File: config.mk
export PLATFORM = sky130hd
export DESIGN_NAME = cnl_queue
export DESIGN_NICKNAME = d
export VERILOG_FILES = /design/src/rtl/core/cnl_pkg.sv /design/src/rtl/core/cnl_queue.sv
export SDC_FILE = /design/constraint.sdc
export NUM_CORES = 1
export LEC_CHECK = 0
export ABC_AREA = 1
export BUFFER_PORTS_ARGS = -buffer_cell sky130_fd_sc_hd__buf_2
export CORE_MARGIN = 4
export CORE_UTILIZATION = 46
export DETAILED_ROUTE_END_ITERATION = 8
export HOLD_SLACK_MARGIN = 0.03
export MAX_ROUTING_LAYER = met4
export PLACE_DENSITY = 0.72
export SKIP_CTS_REPAIR_TIMING = 1
export SYNTH_ARGS = -nofsm -noshare
export SYNTH_HDL_FRONTEND = slang
export SYNTH_SLANG_ARGS = --single-unit
export TNS_END_PERCENT = 5
File: constraint.sdc
create_clock -name clk -period 2.7 [get_ports clk]
set_clock_uncertainty 0.1 [all_clocks]
set_input_delay 0.27 -clock clk [delete_from_list [all_inputs] [get_ports clk]]
set_output_delay 0.27 -clock clk [all_outputs]
set_load 0.02 [all_outputs]
File: src/rtl/core/cnl_pkg.sv
// Package for the column number to letter label converter.
// Holds the shared constants, the queue entry type and the front-end state type.
// No dependencies.
package cnl_pkg;

    localparam int unsigned VALUE_W    = 32;
    localparam int unsigned DIGIT_W    = 5;
    localparam int unsigned MAX_DIGITS = 7;
    localparam int unsigned COUNT_W    = 3;
    localparam int unsigned CHAR_W     = 8;

    localparam logic [4:0]  RADIX      = 5'd26;
    localparam logic [7:0]  MINUS_CHAR = 8'h2D;
    localparam logic [7:0]  UPPER_BASE = 8'h41;
    localparam logic [7:0]  LOWER_BASE = 8'h61;

    // Reciprocal of 13 scaled by 2**35; value / 26 equals ((value >> 1) * RECIP_13) >> 35.
    localparam logic [31:0] RECIP_13   = 32'h9D89_D89E;
    localparam int unsigned RECIP_SHIFT = 35;

    typedef logic [MAX_DIGITS-1:0][DIGIT_W-1:0] digits_t;

    typedef struct packed {
        logic               negative;
        logic               capitals;
        digits_t            digits;
        logic [COUNT_W-1:0] n_letters;
        logic [COUNT_W-1:0] limit;
    } job_t;

    typedef enum logic {
        FRONT_IDLE,
        FRONT_BUSY
    } front_state_t;

endpackage

File: src/rtl/core/cnl_queue.sv
// Short job queue between the digit extractor and the character serializer.
// Depends on cnl_pkg for the job type.
module cnl_queue #(
    parameter int unsigned DEPTH = 2
) (
    input  logic           clk,
    input  logic           rst_n,
    input  logic           push,
    input  cnl_pkg::job_t  push_job,
    output logic           full,
    input  logic           pop,
    output cnl_pkg::job_t  head,
    output logic           empty
);

    localparam int unsigned PTR_W = (DEPTH > 1) ? $clog2(DEPTH) : 1;
    localparam int unsigned CNT_W = $clog2(DEPTH + 1);

    cnl_pkg::job_t        entries_reg [DEPTH];
    logic [PTR_W-1:0]     wr_ptr_reg, wr_ptr_next;
    logic [PTR_W-1:0]     rd_ptr_reg, rd_ptr_next;
    logic [CNT_W-1:0]     fill_reg, fill_next;
    logic                 do_push;
    logic                 do_pop;

    always_comb
    begin
        full    = (fill_reg == CNT_W'(DEPTH));
        empty   = (fill_reg == '0);
        head    = entries_reg[rd_ptr_reg];
        do_push = push && !full;
        do_pop  = pop && !empty;

        wr_ptr_next = wr_ptr_reg;
        rd_ptr_next = rd_ptr_reg;
        if (do_push)
        begin
            wr_ptr_next = (wr_ptr_reg == PTR_W'(DEPTH - 1)) ? '0 : wr_ptr_reg + 1'b1;
        end
        if (do_pop)
        begin
            rd_ptr_next = (rd_ptr_reg == PTR_W'(DEPTH - 1)) ? '0 : rd_ptr_reg + 1'b1;
        end

        fill_next = fill_reg;
        if (do_push && !do_pop)
        begin
            fill_next = fill_reg + 1'b1;
        end
        else if (do_pop && !do_push)
        begin
            fill_next = fill_reg - 1'b1;
        end
    end

    always_ff @(posedge clk or negedge rst_n)
    begin
        if (!rst_n)
        begin
            wr_ptr_reg <= '0;
            rd_ptr_reg <= '0;
            fill_reg   <= '0;
        end
        else
        begin
            wr_ptr_reg <= wr_ptr_next;
            rd_ptr_reg <= rd_ptr_next;
            fill_reg   <= fill_next;
        end
    end

    always_ff @(posedge clk)
    begin
        if (do_push)
        begin
            entries_reg[wr_ptr_reg] <= push_job;
        end
    end

    a_no_overflow: assert property (@(posedge clk) disable iff (!rst_n)
        push |-> !full)
        else $error("job pushed into a full queue");

endmodule

After elaboration in Yosys (flattened, before gate mapping) --
Memory sizes are Yosys's and may differ from the RTL's. Cells that the tools add are included.
Storage, ports and cells: register bits after elaboration 4, RAM bits 86, input port bits 47, output and inout bits 45, logic and storage cells 25, memories 1
Memories:
- entries_reg | depth 2, bits a word 43, read ports 1, clocked after memory_dff 0, write ports 1, RTL line cnl_queue.sv:19 | cnl_pkg::job_t entries_reg [DEPTH];
Operators by class: add/sub/neg operators 4, equal/unequal tests 1, muxes and demuxes 6, reduce and logical (&&, ||, !) cells 10
Operators by type and width (number):
- $logic_and A1 B1 Y1 | 4
- $logic_not A1 Y1 | 4
- $mux W1 | 4
- $mux W2 | 2
- $add A1 B1 Y1 const B | 2
- $add A2 B1 Y2 const B | 1
- $eq A2 B2 Y1 const B | 1
- $logic_not A2 Y1 | 1
- $reduce_bool A2 Y1 | 1
- $sub A2 B1 Y2 const B | 1

Logic depth before layout (Yosys ltp) --
depth in word-level cells 7, mapped depth 9, depth with buffers taken out 9

Worst setup path before layout --
OpenSTA, ideal clock, no wires.
kind flip-flop to flip-flop, from reg fill_reg[1], to mem entries_reg[1][0] in the netlist's numbering, enable pin, setup time 443 ps, arrival time 2395 ps, required time 2157 ps, slack -239 ps, stages on the path, launching flop included 4, path buffers 0, period minus slack after synthesis 2939 ps, cells stage by stage dfrtp_1 inv_1 o21ai_0 nor2_1
Between the ends: cells in the longest elaborated chain, start to end 5
RTL lines:
- from (decl) | RTL line cnl_queue.sv:22 | logic [CNT_W-1:0] fill_reg, fill_next;
- from (signal assigned) | RTL line cnl_queue.sv:68 | fill_reg <= fill_next;
- $eq A2 B2 Y1 | RTL line cnl_queue.sv:28 | full = (fill_reg == CNT_W'(DEPTH));
- $logic_not A1 Y1 | RTL line cnl_queue.sv:31 | do_push = push && !full;
- $logic_and A1 B1 Y1 | RTL line cnl_queue.sv:31
- $mux W1 | RTL line cnl_queue.sv:74 | if (do_push)
- $mux W1 (implied by the code) | RTL line cnl_queue.sv:76 | entries_reg[wr_ptr_reg] <= push_job;
- to (decl) | RTL line cnl_queue.sv:19
Every way passes these cells.

==> impl_metrics.json <==
{
  "synthMuxAreaShare_pct": 0,
  "yosys.area_share.simple_pct": 16.6,
  "fin_nets": 444,
  "finalPower_mw": 4.62,
  "synth-adder-area-share_pct": 0.372,
  "whs_path_depth": 3,
  "die_x_um": 93.5,
  "tritoncts": "yes",
  "ys_ff_latch": 90,
  "finalNonFillerCells": 497,
  "fillers": 501,
  "rows": 30,
  "routedWlPerCell_um": 13.0,
  "htreeDepth": 3,
  "syn_to_final_growth_pct": 35.2,
  "diodes": 0,
  "min-delay-start": "pop",
  "ir_drop_uv": 621,
  "critPathMaxStageDelay_ns": 0.42,
  "drtIter0Drc": 116,
  "coreArea_mm2": 0.00694,
  "hold_class": "input port to flop",
  "dpl.hpwl_um": 3850,
  "power_density_mw_per_mm2": 1020,
  "crit_buf_inv": 2,
  "clkTransAtPathRegs_ns": 0.08,
  "period_minus_slack_ns": 1.92,
  "firstDrtPassIters": 4,
  "dieArea_mm2": 0.00874,
  "ioPinCount": 92,
  "grt_start_max_net_pins": 45,
  "synth_compound_area_share_pct": 0.298,
  "drtAntennaViolNets": 0,
  "fmax_ghz": 0.522,
  "portBuffers": 91,
  "maxCapViolations": 0,
  "min_to": "rd_ptr_reg",
  "netlist_instances": 256,
  "finalSetupViolations": 0,
  "worst_r2r_endpoint": "entries_reg[0][40]",
  "cp-start-kind": "flop",
  "viasPerCell": 4.52,
  "start_util_pct": 48.4,
  "clock_path_buffers": 2,
  "synth_area_mm2": 0.00336,
  "cts_root_buf": "clkbuf_8",
  "grt_antenna_before_repair": 0,
  "tns_ns": 0,
  "drive_gt1_share_pct": 28.7,
  "die_h_um": 93.5,
  "synth_top_family_by_area": "simple AND/OR/NAND/NOR gates",
  "vias": 2245,
  "path_cells": "buf_4 > nand2_1 > nand2_1 > buf_2",
  "worst_pin_slew_ns": 0.584,
  "largest_register_ffs": 86,
  "cp.required_ns": 2.33,
  "rsz0062_at_grt": "no",
  "crit_family": "buffers and inverters",
  "gp_congestion": 0.762,
  "grt_pass1_vias": 1949,
  "r2r_cells": 6,
  "endpoint_kind": "primary output",
  "r2r-start": "fill_reg[1]",
  "ys_seq_area_share_pct": 79.8,
  "worstPathMaxFanout": 44,
  "outcome": "finished, final reports clean",
  "synth_cell_types": 15,
  "slowest_stage": "buf_4",
  "grt_use_total_pct": 14.8,
  "drc": 0,
  "cts.sinks": 90,
  "ys_warn_count": 0,
  "hold_viol": 0,
  "max_slew_margin_pct": 61.1,
  "routed_wl_um": 6450,
  "cts_buffers": 9,
  "final_max_slew_viol_count": 0,
  "crit_type": "flop to primary output",
  "critPathArrivalTime_ns": 1.55,
  "crit_top_cell": "nand2_1",
  "synth-xor-area-share_pct": 0.261,
  "grt_pass1_wl_um": 9250,
  "insertion_delay_ns": 0.35,
  "syn_nets": 304,
  "grt_overflow": 0,
  "regToRegSetupSlack_ns": 0.93,
  "p_leak_nw": 1.97,
  "placed_cells": 437,
  "finalCritPeriodShare_pct": 71.0,
  "syn_area_per_cell_um2": 13.1
}
==> where the power goes <==
| part | internal, mW | switching [mW] |
|---|---|---|
| clock | 0.423 | 0.440 |
| sequential | 1.91 | 0.0916 |
| combinational | 0.519 | 1.24 |
==> worst max path at each step <==
| stage | cells after the start | from | slack [ns] | to |
|---|---|---|---|---|
| finish | 4 | rd_ptr_reg | 0.78 | head[31] |
| global route | 4 | rd_ptr_reg | 0.65 | head[13] |
| CTS | 4 | rd_ptr_reg | 0.76 | head[31] |
| detailed placement | 6 | fill_reg[1] | 0.94 | entries_reg[0][32] |
| global placement | 4 | fill_reg[1] | 0.98 | entries_reg[1][32] |
| floorplan | 3 | fill_reg[1] | 0.46 | entries_reg[1][0] |
==> metal layers <==
metal	up-vias	wire length (um)	track usage, %
li1	1130	-	-
met1	1031	2810	18.2
met2	75	3170	23.1
met3	9	373	4.18
met4	0	96	5.86
met5	-	0	-
==> cells by family (layout without fill, tap and decap cells) <==
| family | count (synthesis) | count (layout) |
|---|---|---|
| flip-flops | 90 | 90 |
| buffers and inverters | 17 | 162 |
| AO/OA/AOI/OAI | 2 | 2 |
| adder cells (fa/ha/maj) | 1 | 1 |
| XOR/XNOR | 1 | 1 |
| AND/OR/NAND/NOR | 145 | 145 |
==> metrics by stage <==
stage	util [%]	hold slack [ns]	setup WS [ns]	area, um2
after floorplan	-	-0.126	0.463	3360
after global placement	56.3	-0.0211	0.984	3910
after detailed placement	56.3	-0.0153	0.937	3910
after CTS	59.1	-0.398	0.757	4100
after global routing	65.4	0.0731	0.649	4540
final	65.4	0.0850	0.783	4540
==> tightest hold or removal path, cell delays in order <==
cell and delay, ns:
buf_2 0.09, nand3b_1 0.08, nand2_1 0.06
==> layout make-up <==
| type | instances | area (um2) | share of cell area (%) |
|---|---|---|---|
| Tap cell | 96 | 120 | 2.64 |
| Multi-Input combinational cell | 149 | 596 | 13.1 |
| Clock inverter | 7 | 70.1 | 1.54 |
| Sequential cell | 90 | 2680 | 59.1 |
| Timing Repair Buffer | 138 | 918 | 20.2 |
| Clock buffer | 9 | 124 | 2.73 |
| Inverter | 8 | 32.5 | 0.716 |
==> cells in the final DEF (no fill, tap or decap), drive strengths merged <==
| cell | synthesis | routed |
|---|---|---|
| nand2 | 138 | 138 |
| buf | 9 | 94 |
| edfxtp | 86 | 86 |
| dlygate4sd3 | 0 | 44 |
| clkbuf | 0 | 9 |
| inv | 8 | 8 |
| dfrtp | 4 | 4 |
| nor2 | 4 | 4 |
| clkinvlp | 0 | 3 |
| clkinv | 0 | 3 |
| o21ai | 2 | 2 |
| xnor2 | 1 | 1 |
| nand3b | 1 | 1 |
| nand3 | 1 | 1 |
| nand4 | 1 | 1 |
| ha | 1 | 1 |
| bufinv | 0 | 1 |
==> cells in the mapped netlist <==
library cell	instances	area [um2]
nand2_1	138	518
inv_1	7	26.3
nor2_2	2	12.5
nand3_1	1	5.00
inv_4	1	6.26
nand4_1	1	6.26
edfxtp_1	86	2580
nor2_1	2	7.51
o21ai_0	2	10.0
ha_1	1	12.5
buf_4	5	37.5
xnor2_1	1	8.76
dfrtp_1	4	100
buf_2	4	20.0
nand3b_1	1	7.51
Power figures use the tool's default switching activity.
