==> src/rtl/core/cnl_pkg.sv <==
// Package for the column number to letter label converter.
// Holds the shared constants, the queue entry type and the front-end state type.
// No dependencies.
package cnl_pkg;

    localparam int unsigned VALUE_W    = 32;
    localparam int unsigned DIGIT_W    = 5;
    localparam int unsigned MAX_DIGITS = 7;
    localparam int unsigned COUNT_W    = 3;
    localparam int unsigned CHAR_W     = 8;

    localparam logic [4:0]  RADIX      = 5'd26;
    localparam logic [7:0]  MINUS_CHAR = 8'h2D;
    localparam logic [7:0]  UPPER_BASE = 8'h41;
    localparam logic [7:0]  LOWER_BASE = 8'h61;

    // Reciprocal of 13 scaled by 2**35; value / 26 equals ((value >> 1) * RECIP_13) >> 35.
    localparam logic [31:0] RECIP_13   = 32'h9D89_D89E;
    localparam int unsigned RECIP_SHIFT = 35;

    typedef logic [MAX_DIGITS-1:0][DIGIT_W-1:0] digits_t;

    typedef struct packed {
        logic               negative;
        logic               capitals;
        digits_t            digits;
        logic [COUNT_W-1:0] n_letters;
        logic [COUNT_W-1:0] limit;
    } job_t;

    typedef enum logic {
        FRONT_IDLE,
        FRONT_BUSY
    } front_state_t;

endpackage

==> src/rtl/core/cnl_ifs.sv <==


interface cnl_label_if;
    logic                         valid;
    logic                         ready;
    logic [cnl_pkg::CHAR_W-1:0]   out_char;
    logic                         last;

    modport source (output valid, output out_char, output last, input ready);
    modport sink (input valid, input out_char, input last, output ready);
endinterface

==> src/rtl/core/cnl_back.sv <==
// Back end: walks the job at the queue head and emits one label character per transfer.
// Depends on cnl_pkg and cnl_ifs; the output is registered.
module cnl_back (
    input  logic           clk,
    input  logic           rst_n,
    input  cnl_pkg::job_t  head,
    input  logic           empty,
    output logic           pop,
    cnl_label_if.source    label
);

    logic [cnl_pkg::COUNT_W-1:0]  pos_reg, pos_next;
    logic                         minus_done_reg, minus_done_next;
    logic                         valid_reg, valid_next;
    logic [cnl_pkg::CHAR_W-1:0]   char_reg, char_next;
    logic                         last_reg, last_next;

    logic                         load;
    logic                         emit_minus;
    logic [cnl_pkg::COUNT_W-1:0]  digit_idx;
    logic [cnl_pkg::DIGIT_W-1:0]  digit;
    logic [cnl_pkg::CHAR_W-1:0]   base;
    logic                         final_letter;

    always_comb
    begin
        load         = !empty && (!valid_reg || label.ready);
        emit_minus   = head.negative && !minus_done_reg;
        digit_idx    = head.n_letters - 3'd1 - pos_reg;
        digit        = head.digits[digit_idx];
        base         = head.capitals ? cnl_pkg::UPPER_BASE : cnl_pkg::LOWER_BASE;
        final_letter = (pos_reg == head.limit - 3'd1);

        pos_next        = pos_reg;
        minus_done_next = minus_done_reg;
        char_next       = char_reg;
        last_next       = last_reg;
        pop             = 1'b0;
        valid_next      = label.ready ? 1'b0 : valid_reg;

        if (load)
        begin
            valid_next = 1'b1;
            if (emit_minus)
            begin
                char_next       = cnl_pkg::MINUS_CHAR;
                last_next       = 1'b0;
                minus_done_next = 1'b1;
            end
            else
            begin
                char_next = base + cnl_pkg::CHAR_W'(digit);
                last_next = final_letter;
                if (final_letter)
                begin
                    pop             = 1'b1;
                    pos_next        = '0;
                    minus_done_next = 1'b0;
                end
                else
                begin
                    pos_next = pos_reg + 3'd1;
                end
            end
        end

        label.valid    = valid_reg;
        label.out_char = char_reg;
        label.last     = last_reg;
    end

    always_ff @(posedge clk or negedge rst_n)
    begin
        if (!rst_n)
        begin
            pos_reg        <= '0;
            minus_done_reg <= 1'b0;
            valid_reg      <= 1'b0;
        end
        else
        begin
            pos_reg        <= pos_next;
            minus_done_reg <= minus_done_next;
            valid_reg      <= valid_next;
        end
    end

    always_ff @(posedge clk)
    begin
        char_reg <= char_next;
        last_reg <= last_next;
    end

    a_minus_not_last: assert property (@(posedge clk) disable iff (!rst_n)
        valid_reg && (char_reg == cnl_pkg::MINUS_CHAR) |-> !last_reg)
        else $error("minus sign flagged as final character");

    a_pos_in_range: assert property (@(posedge clk) disable iff (!rst_n)
        !empty |-> pos_reg < head.limit)
        else $error("letter position beyond limit");

    a_restart_after_pop: assert property (@(posedge clk) disable iff (!rst_n)
        pop |=> (pos_reg == '0) && !minus_done_reg)
        else $error("serializer did not restart after a finished label");

endmodule

==> src/flat_wrapper.sv <==
// flat-port wrapper written by rule: the top's interface ports become plain ports
module cnl_back_flat 
  (clk, rst_n, head, empty, pop, label_valid, label_out_char, label_last, label_ready);
  cnl_label_if label_i ();
  input  logic clk;
  input  logic rst_n;
  input  cnl_pkg::job_t head;
  input  logic empty;
  output logic pop;
  output wire logic [$bits(label_i.valid)-1:0] label_valid;
  output wire logic [$bits(label_i.out_char)-1:0] label_out_char;
  output wire logic [$bits(label_i.last)-1:0] label_last;
  input wire logic [$bits(label_i.ready)-1:0] label_ready;
  assign label_valid = label_i.valid;
  assign label_out_char = label_i.out_char;
  assign label_last = label_i.last;
  assign label_i.ready = label_ready;
  cnl_back u_core (.clk(clk), .rst_n(rst_n), .head(head), .empty(empty), .pop(pop), .label(label_i));
endmodule
==> config.mk <==
export PLATFORM = sky130hd
export DESIGN_NAME = cnl_back_flat
export DESIGN_NICKNAME = d
export VERILOG_FILES = /design/src/rtl/core/cnl_pkg.sv /design/src/rtl/core/cnl_ifs.sv /design/src/rtl/core/cnl_back.sv /design/src/flat_wrapper.sv
export SDC_FILE = /design/constraint.sdc
export NUM_CORES = 1
export LEC_CHECK = 0
export BUFFER_PORTS_ARGS = -buffer_cell sky130_fd_sc_hd__buf_2
export CAP_MARGIN = 30
export CORE_MARGIN = 1
export CORE_UTILIZATION = 47
export CTS_BUF_LIST = sky130_fd_sc_hd__clkbuf_4
export DETAILED_ROUTE_END_ITERATION = 8
export PLACE_DENSITY = 0.82
export REMOVE_ABC_BUFFERS = 1
export SLEW_MARGIN = 20
export SYNTH_ARGS = -nofsm -noshare
export SYNTH_HDL_FRONTEND = slang
export SYNTH_SLANG_ARGS = --single-unit
==> constraint.sdc <==
create_clock -name clk -period 3.66 [get_ports clk]
set_clock_uncertainty 0.2 [all_clocks]
set_input_delay 0.549 -clock clk [delete_from_list [all_inputs] [get_ports clk]]
set_output_delay 0.549 -clock clk [all_outputs]
set_load 0.1 [all_outputs]
# Word level (Yosys, flattened, before mapping)
# Index checks and enable logic that the tools add are counted.
[classes]
add_sub_neg = 5
n_lt_le_gt_ge = 1
n_eq_ne = 1
muxes = 11
bitwise = 1
reduce_logical = 10
[ops]
columns = ["operator", "count"]
rows = [
  ["5-bit binary-select mux with 3-bit select", 1],
  ["8-bit by 5-bit adder with 8-bit output", 1],
  ["1-bit two-way mux", 7],
  ["6-bit two-way mux", 1],
  ["3-bit by 1-bit subtractor with 3-bit output (second input constant)", 2],
  ["5-bit two-way mux", 1],
  ["3-bit by 4-bit less-than comparator with 1-bit output (second input constant)", 1],
  ["2-bit AND reduction", 2],
  ["2-bit nonzero test", 2],
  ["3-bit by 1-bit adder with 3-bit output (second input constant)", 1],
  ["3-bit equality test", 1],
  ["1-bit zero test", 3],
  ["3-bit two-way mux", 1],
  ["3-bit subtractor", 1],
  ["1-bit logical AND", 2],
  ["1-bit logical OR", 1],
  ["1-bit inverter", 1],
]
[totals]
regBits = 14
input_bits = 47
output_inout_bits = 11
wordCells = 34

# Logic depth before layout (Yosys ltp)
# Gate-level depths: netlist (run 1).
[depth]
depth_word = 5
mapped_depth = 10
mapped_depth_nobuf = 9

# Least setup slack after synthesis (run 1)
# Ideal clock, no wire load.
[synth_timing]
kind = "register -> output"
start = "register u_core.valid_reg, in the netlist u_core.label.valid"
end = "output pop"
arrival_time_ns = 3.096
required_ns = 2.911
path_slack_ns = -0.185
path_stages_with_launch = 4
n_path_buf = 0
cell_sequence = "dfrtp_1 > a21oi_1 > nand2_1 > nor2_1"
[synth_between]
elab_chain_len = 4
[synth_lines]
columns = ["item", "line_no", "rtl"]
rows = [
  ["start: declaration", "cnl_back.sv:14", "logic valid_reg, valid_next;"],
  ["start signal: assignment", "cnl_back.sv:84", "valid_reg <= valid_next;"],
  ["1-bit zero test", "cnl_back.sv:27", "load = !empty && (!valid_reg || label.ready);"],
  ["1-bit logical OR", "cnl_back.sv:27", ""],
  ["1-bit logical AND", "cnl_back.sv:27", ""],
  ["net u_core.load", "cnl_back.sv:18", "logic load;"],
  ["1-bit two-way mux", "cnl_back.sv:41", "if (load)"],
  ["end: declaration", "flat_wrapper.sv:9", "output logic pop;"],
]
# The timed path passes the listed nets, and every way through them passes these cells.

# Final worst setup path (run 1)
[layout_timing]
start = "register u_core.pos_reg[0] (netlist name)"
end = "register u_core.char_reg, in the netlist u_core.label.out_char[2] (data pin)"
[layout_between]
elab_chain_len = 4
[layout_lines]
columns = ["item", "line_no", "rtl"]
rows = [
  ["start: declaration", "cnl_back.sv:12", "logic [cnl_pkg::COUNT_W-1:0] pos_reg, pos_next;"],
  ["start signal: assignment", "cnl_back.sv:82", "pos_reg <= pos_next;"],
  ["3-bit subtractor", "cnl_back.sv:29", "digit_idx = head.n_letters - 3'd1 - pos_reg;"],
  ["5-bit binary-select mux with 3-bit select", "cnl_back.sv:30", "digit = head.digits[digit_idx];"],
  ["5-bit two-way mux (not written as such)", "cnl_back.sv:30", ""],
  ["8-bit by 5-bit adder with 8-bit output", "cnl_back.sv:52", "char_next = base + cnl_pkg::CHAR_W'(digit);"],
  ["end signal: assignment", "cnl_back.sv:90", "char_reg <= char_next;"],
  ["end: declaration", "cnl_back.sv:15", "logic [cnl_pkg::CHAR_W-1:0] char_reg, char_next;"],
]
# No other way between the ends. The select of a mux whose other input is x is not followed.
# A chain may end at the register's enable or synchronous reset.

==> results of run 1 <==
## path summary, 6_finish.rpt
path	end	slack, ps
worst min register to register	u_core.minus_done_reg	310
worst max register to register	u_core.label.out_char[2]	510
max in group asynchronous	u_core.label.valid	2710
min in group asynchronous	u_core.pos_reg[0]	420
worst max-delay path	u_core.label.out_char[2]	510
worst min-delay path	u_core.label.valid	290
## power by group through the flow
stage	Clock, mW	Sequential [mW]	Combinational (mW)
floorplan	0	0.548	0.643
global placement	0	0.295	1.05
detailed placement	0	0.297	1.08
CTS	0.0961	0.295	1.09
global route	0.103	0.302	1.17
finish	0.0923	0.294	1.08
## layer usage
| metal | GRT usage | routed length, µm | vias up |
|---|---|---|---|
| met2 | 0.338 | 1130 | 46 |
| met1 | 0.211 | 904 | 448 |
| li1 | - | - | 504 |
| met4 | 0.0811 | 21 | 0 |
| met3 | 0.0238 | 169 | 2 |
| met5 | 0 | 0 | - |
## area by class of cell
cell class | count | area share
clock buffer | 4 | 0.0203
timing repair buffer | 60 | 0.209
multi-input combinational | 79 | 0.465
tap | 28 | 0.0236
sequential | 14 | 0.267
inverter | 6 | 0.0152
## repair_timing
item	in CTS	in global routing
hold buffers	1	0
hold endpoints to repair	5	0
setup endpoints to repair	0	0
## cell usage after synthesis
cell type,number
edfxtp_1,9
nand2_1,9
a21oi_1,8
nor2_1,7
xnor2_1,7
inv_1,6
dfrtp_1,5
mux2i_1,5
ha_1,4
mux4_2,4
o2bb2ai_1,4
a2bb2oi_1,3
o21ai_0,3
a32o_1,2
and2b_1,2
buf_6,2
nand2b_1,2
nand3_1,2
nor2b_1,2
a21o_1,1
a21oi_2,1
a31oi_1,1
and2_1,1
and3_1,1
buf_4,1
clkbuf_1,1
fa_1,1
mux4_1,1
nand4b_4,1
nor3_1,1
o21bai_1,1
o31a_1,1
o41ai_4,1
or3_1,1
xnor3_1,1
xor2_1,1
## kinds of logic after synthesis
logic type / synth area share
DFF: 0.346
buffers and inverters: 0.0493
xor gates and xnor gates: 0.0811
AOI/OAI and AO/OA: 0.178
and+or+nand+nor: 0.138
muxes: 0.146
adders and majority gates: 0.0614
## metrics by stage
step	TNS, ps	worst slack, ps	instance area [µm²]
detailed placement	0	331	1440
global route	0	308	1480
global placement	0	468	1440
floorplan	-185	-185	1110
CTS	0	489	1480
finish	0	506	1480
==> impl_metrics.toml, run 1 <==
[outcome]
status = "completed"

[hold_path]
min_from = "empty"
worstHoldPathType = "input pin to register"
worstHoldPathCells = 2

[timing]
hold_ws_ps = 288
setup_viol_count_final = 0
min_period_over_period = 0.862
timing.slew.headroom = 0.677
worst_pin_slew_ps = 487
rsz0062_at_grt = "no"
fin_crit_ps = 3150
hold_viol_final = 0
clock.fmax_mhz = 317
maxSlewViolCount = 0

[worst_setup_path]
worstSetupEndpointType = "register"
arrival_ps = 2970
required_ps = 3470
cp_max_fo = 7
r2r_cells = 9
crit_family = "adder cells"
critPathSlowestCell = "fa_1"
cp-startpoint = "u_core.pos_reg[0]"
worst-path-stages = 9
critPathBufInv = 1
critPathKind = "register to register"
reg2reg_from = "u_core.pos_reg[0]"
cp_slowest_stage_delay_ps = 670
cp_cell_sequence = "inv_1 > ha_1 > fa_1 > and2b_1 > a2bb2oi_1 > a21oi_1 > ha_1 > xnor2_1 > nand2_1"
path_common_cell = "ha_1"
cp-start-kind = "register"

[place]
routabilityCongestion = 0.768
portBuffers = 57
dp_hpwl_um = 1950
dp_cells = 186

[clocking]
htree_levels = 1
cts_tree = "yes"
cts_made_buffers = 3
cts_buffer_depth = 2
clkTransAtPathRegs_ps = 80
root_buffer = "clkbuf_4"
cts_resized = 0
clock-sinks = 14
post_cts_buffers = 0
clk_latency_ps = 260

[yosys]
avgSynthCellArea_um2 = 11.1
yosysTopAreaCell = "edfxtp_1"
syn-cell-area_um2 = 1140
ys_ff_latch = 14
synth_cell_types = 36
yosysTopAreaCellShare = 0.237
synth_area_leaders = "edfxtp_1, dfrtp_1, mux4_2"
yosysWarnings = 0
synth.yosys.seq_area_share = 0.346
synth_cells = 103

[power]
p_sw_frac = 0.517
ir_drop_mv = 0.899
p_total_mw = 1.47
clock_power_share = 0.063
p_leak_nw = 0.731
intPower_mw = 0.709
seqPwrFrac = 0.200
power_density_nw_per_um2 = 990
p_switching_mw = 0.759
p_comb_frac = 0.737

[floorplanning]
ios = 58
start_util = 0.506
die_w_um = 51.3
die_y_um = 51.3
core_area_um2 = 2250
core.rowCount = 17
dieArea_um2 = 2630

[cells_and_area]
diodes = 0
final_layout_size_suffix_gt1_frac = 0.429
multi_input_area_um2 = 689
final_cell_mix = "buf_2, nand2_1, edfxtp_1"
final_util = 0.658
final_cells = 191
nFillCells = 194
mostFrequentLayoutCell = "buf_2"
seqCellArea_um2 = 395
nNetsFinal = 216
largest_reg_flops = 8
area_growth_pct = 29.9

[global_route]
grtUsageTotal = 0.184
grt_max_degree = 14
grt_pass1_vias = 926
grt_pass1_wl_um = 3650
antenna_found_initial = 0
grt-ovfl-total = 0

[detailed_routing]
drtAntennaViolNets = 0
first_pass_iters = 4
wl_um = 2230
via_count = 1000
drc = 0
viasPerCell = 5.24
wl_per_cell_um = 11.7
dr.first_iter.drc_count = 1

[flow_run]
maxCapViolCount = 0
No activity file was read; power rests on OpenSTA's default activity.
==> run 2: changes to the inputs <==
--- a/config.mk
+++ b/config.mk
@@ -9,8 +9,8 @@
 export CAP_MARGIN = 30
 export CORE_MARGIN = 1
-export CORE_UTILIZATION = 47
+export CORE_UTILIZATION = 42
 export CTS_BUF_LIST = sky130_fd_sc_hd__clkbuf_4
 export DETAILED_ROUTE_END_ITERATION = 8
-export PLACE_DENSITY = 0.82
+export PLACE_DENSITY = 0.78
 export REMOVE_ABC_BUFFERS = 1
 export SLEW_MARGIN = 20
==> constraint.sdc (replaced) <==
create_clock -name clk -period 2.9 [get_ports clk]
set_clock_uncertainty 0.2 [all_clocks]
set_input_delay 0.725 -clock clk [delete_from_list [all_inputs] [get_ports clk]]
set_output_delay 0.725 -clock clk [all_outputs]
set_load 0.1 [all_outputs]
==> run 2 against run 1 <==
The run now ends with setup timing left. Register-to-register slack got worse by 430 ps. Die area rose by 11%. First-iteration DRC count rose to 14 times the previous value. Global-route usage rose by 1.7 points. Critical path depth rose by 2. Non-clock buffer count rose by 18. Critical endpoint is now u_core.label.out_char[5]. Largest cell class unchanged. Largest power group unchanged. Highest routed layer unchanged.
==> impl_metrics.toml, run 2 (synthesis gave the netlist of run 1 again) <==
[worst_setup_path]
crit_family = "adder cells"
path_common_cell = "buf_6"
critPathBufInv = 4
critPathKind = "input pin to register"
critPathSlowestCell = "fa_2"
cp-start-kind = "input pin"
arrival_ps = 2730
reg2reg_from = "u_core.pos_reg[0]"
worstSetupEndpointType = "register"
cp_cell_sequence = "buf_6 > ha_4 > fa_2 > buf_6 > mux4_2 > buf_6 > nand4b_4 > o41ai_4 > buf_4 > a21oi_2 > nor2_1"
required_ps = 2730
cp_slowest_stage_delay_ps = 650
cp-startpoint = "head[3]"
cp_max_fo = 5

[floorplanning]
ios = 58
core.rowCount = 18
start_util = 0.452
core_area_um2 = 2520
die_y_um = 54.1
die_w_um = 54.1
dieArea_um2 = 2930

[detailed_routing]
drc = 0
via_count = 1081
drtAntennaViolNets = 0
dr.first_iter.drc_count = 14
wl_um = 2790
viasPerCell = 5.12
wl_per_cell_um = 13.2
first_pass_iters = 3

[clocking]
cts_made_buffers = 3
cts_buffer_depth = 2
cts_tree = "yes"
root_buffer = "clkbuf_4"
cts-hold-fix-buffers = 0
htree_levels = 1
clkTransAtPathRegs_ps = 80
clk_latency_ps = 270
clock-sinks = 14

[cells_and_area]
final_cells = 211
final_cell_mix = "buf_2, buf_4, edfxtp_1"
diodes = 0
final_layout_size_suffix_gt1_frac = 0.624
final_util = 0.712
mostFrequentLayoutCell = "buf_2"
nNetsFinal = 234
area_growth_pct = 57.3
largest_reg_flops = 8

[global_route]
antenna_found_initial = 0
grt_max_degree = 13
grt_pass1_vias = 1055
grt_pass1_wl_um = 4220
grt-ovfl-total = 0
grtUsageTotal = 0.201

[place]
routabilityCongestion = 0.767
dp_hpwl_um = 2210
portBuffers = 57
dp_cells = 204

[timing]
hold_ws_ps = 54.3
hold_viol_final = 0
fin_crit_ps = 2900
clock.fmax_mhz = 344
fin_setup_tns_ps = -4.29
setup_slack_ps = -4.29
maxSlewViolCount = 0
setup_viol_count_final = 1
worst_pin_slew_ps = 487
rsz0062_at_grt = "yes"
min_period_over_period = 1.00
timing.slew.headroom = 0.678

[power]
p_leak_nw = 0.857
seqPwrFrac = 0.153
intPower_mw = 1.27
p_total_mw = 2.41
power_density_nw_per_um2 = 1340
p_comb_frac = 0.804
p_sw_frac = 0.475
ir_drop_mv = 0.921
p_switching_mw = 1.14
clock_power_share = 0.044

[outcome]
violations = "setup timing"
status = "complete, but fails checks"

[flow_run]
maxCapViolCount = 0

[hold_path]
worstHoldPathType = "input pin to async pin"
-- run 2: cell types whose count changed in the layout (fill, tap and decap cells not counted), sizes merged --
| cell | previous run | this run |
|---|---|---|
| clkinv | 0 | 1 |
| clkbuf | 4 | 3 |
| buf | 59 | 78 |
| dlygate4sd3 | 1 | 0 |
-- run 2: repair_timing --
| action | 4_1_cts | 5_1_grt |
|---|---|---|
| gates resized for setup | 6 | 30 |
| setup buffers | 0 | 3 |
| pin swaps | 2 | 12 |
| setup endpoints to repair | 6 | 8 |
-- run 2: cell type report --
type	instances	area, µm²
multi-input cells	79	838
fillers	181	727
repair buffers	78	475
flip-flops and latches	14	395
well taps	30	37.5
clock buffers	3	22.5
inverters	6	22.5
clock inverters	1	3.75
-- run 2: per-stage QoR --
step	area, µm²	worst slack (ps)
6_report	1800	-4.29
5_1_grt	1800	-37.5
4_1_cts	1630	-33.2
3_5_place_dp	1580	-370
3_3_place_gp	1580	-325
2_1_floorplan	1110	-1120
-- run 2: final timing paths --
check | end | slack, ps | depth (start not counted)
worst max-delay path | u_core.label.out_char[5] | -4 | 11
worst max register to register | u_core.label.out_char[5] | 80 | 11
max in group asynchronous | u_core.minus_done_reg | 2310 | 1
min in group clk | u_core.minus_done_reg | 300 | 1
worst min register to register | u_core.minus_done_reg | 300 | 1
worst min-delay path | u_core.pos_reg[2] | 50 | 1
-- run 2: power groups by stage --
| stage | registers, mW | logic (mW) | clock network (mW) |
|---|---|---|---|
| after floorplan | 0.692 | 0.812 | 0 |
| after global placement | 0.367 | 1.54 | 0 |
| after detailed placement | 0.370 | 1.58 | 0 |
| after CTS | 0.367 | 1.62 | 0.108 |
| after global routing | 0.376 | 2.09 | 0.121 |
| final | 0.368 | 1.94 | 0.105 |
-- run 2: per-layer routing --
| layer | track usage | share of wire |
|---|---|---|
| met5 | 0 | 0 |
| met2 | 0.366 | 0.53 |
| met3 | 0.0395 | 0.063 |
| met1 | 0.222 | 0.40 |
| met4 | 0.0897 | 0.012 |
==> run 3: changes to the inputs <==
- PLACE_DENSITY: 0.78 -> 0.84
==> run 3 against run 2 <==
Maximum frequency up 0.47%. The run now ends clean. Largest cell class unchanged. Routed wire length down 1.4%. Register-to-register slack about the same. Utilization down 3.1 points. Critical endpoint unchanged.
==> impl_metrics.toml, run 3 (synthesis gave the netlist of run 1 again) <==
[power]
p_leak_nw = 0.827
power_density_nw_per_um2 = 1300
p_total_mw = 2.24
ir_drop_mv = 0.982

[timing]
worst_pin_slew_ps = 485
maxSlewViolCount = 0
hold_ws_ps = 36.4
setup_slack_ps = 9.16
timing.slew.headroom = 0.679
setup_viol_count_final = 0
fin_crit_ps = 2890
clock.fmax_mhz = 346
min_period_over_period = 0.997
hold_viol_final = 0
rsz0062_at_grt = "yes"

[cells_and_area]
fin_area_um2 = 1720
largest_reg_flops = 8
nNetsFinal = 231
nFillCells = 197
diodes = 0
mostFrequentLayoutCell = "buf_2"
seqCellArea_um2 = 395
area_growth_pct = 50.5
multi_input_area_um2 = 778
final_cell_mix = "buf_2, buf_4, nand2_1, edfxtp_1, a21oi_1"
final_layout_size_suffix_gt1_frac = 0.562

[worst_setup_path]
cp-start-kind = "input pin"
path_common_cell = "buf_6"
critPathKind = "input pin to register"
arrival_ps = 2740
critPathSlowestCell = "fa_1"
cp_slowest_stage_delay_ps = 490
cp_cell_sequence = "buf_6 > ha_4 > fa_1 > buf_6 > and2b_2 > a2bb2oi_2 > buf_4 > o41ai_4 > and3_1 > nor2_1"
worstSetupEndpointType = "register"
required_ps = 2750
cp_max_fo = 6

[floorplanning]
core_area_um2 = 2520
die_w_um = 54.1
core.rowCount = 18
die_y_um = 54.1
ios = 58
dieArea_um2 = 2930
start_util = 0.452

[global_route]
grt_pass1_vias = 1047
grt_pass1_wl_um = 4430
grt-ovfl-total = 0
grtUsageTotal = 0.215
grt_max_degree = 13
antenna_found_initial = 0

[detailed_routing]
wl_per_cell_um = 13.2
dr.first_iter.drc_count = 16
drtAntennaViolNets = 0
first_pass_iters = 4
wl_um = 2750
viasPerCell = 5.23
drc = 0
via_count = 1087

[place]
place_area_um2 = 1590
routabilityCongestion = 0.787
portBuffers = 57
place_ws_ps = -345
dp_hpwl_um = 2220

[clocking]
cts_made_buffers = 3
post_cts_buffers = 0
clock-sinks = 14
htree_levels = 1
clk_latency_ps = 280
clkTransAtPathRegs_ps = 80
root_buffer = "clkbuf_4"
cts-hold-fix-buffers = 0
cts_buffer_depth = 2
cts_tree = "yes"

[flow_run]
maxCapViolCount = 0

[hold_path]
worstHoldPathType = "input pin to async pin"

[outcome]
status = "completed"
-- run 3: cell count changes in the layout (fill, tap and decap cells not counted), moves of 2 or more --
cell	before	now
a21oi_2	5	2
a21oi_1	4	7
buf_6	4	2
buf_4	18	16
-- run 3: stage by stage --
| step | utilization | instances | setup TNS [ps] |
|---|---|---|---|
| global placement | 0.631 | 204 | -1730 |
| detailed placement | 0.631 | 204 | -2160 |
| finish | 0.681 | 208 | 0 |
| CTS | 0.659 | 208 | 0 |
| floorplan | - | 99 | -2850 |
| global route | 0.681 | 208 | -163 |
-- run 3: worst paths after layout --
kind,depth (start not counted),end,from,slack [ps]
max reg2reg,10,u_core.label.out_char[5],u_core.pos_reg[0],70
max,10,u_core.label.out_char[5],head[3],9
min in group clk,1,u_core.minus_done_reg,u_core.minus_done_reg,340
min,1,u_core.minus_done_reg,rst_n,40
min reg2reg,1,u_core.minus_done_reg,u_core.minus_done_reg,340
max in group asynchronous,1,u_core.label.valid,rst_n,2340
-- run 3: cell type report --
type,instances,share of cell area
clock buffer,3,0.0131
clock inverter,1,0.00218
inverter,6,0.0131
multi-input combinational,79,0.453
sequential,14,0.230
tap,30,0.0218
timing repair buffer,75,0.267
-- run 3: timing repair --
item	CTS	global route
endpoints found under the setup margin	5	6
gates resized for setup	11	8
pin swaps	7	9
-- run 3: power breakdown --
part	total (mW)	leakage (nW)	internal (mW)	switching [mW]
clock	0.110	0.0154	0.0501	0.0602
sequential	0.374	0.143	0.326	0.0478
combinational	1.76	0.669	0.781	0.974
-- run 3: routing by layer --
| layer | vias up | track usage | share of wire |
|---|---|---|---|
| li1 | 534 | - | - |
| met1 | 490 | 0.239 | 0.40 |
| met2 | 58 | 0.394 | 0.52 |
| met3 | 5 | 0.0198 | 0.064 |
| met4 | 0 | 0.120 | 0.021 |
| met5 | - | 0 | 0 |
-- run 3: critical path: cells and delay by family --
kind | cells | cell delay (ps)
AO/OA/AOI/OAI | 2 | 450
adder cells (fa/ha/maj) | 2 | 640
buffers and inverters | 3 | 390
AND/OR/NAND/NOR | 3 | 520
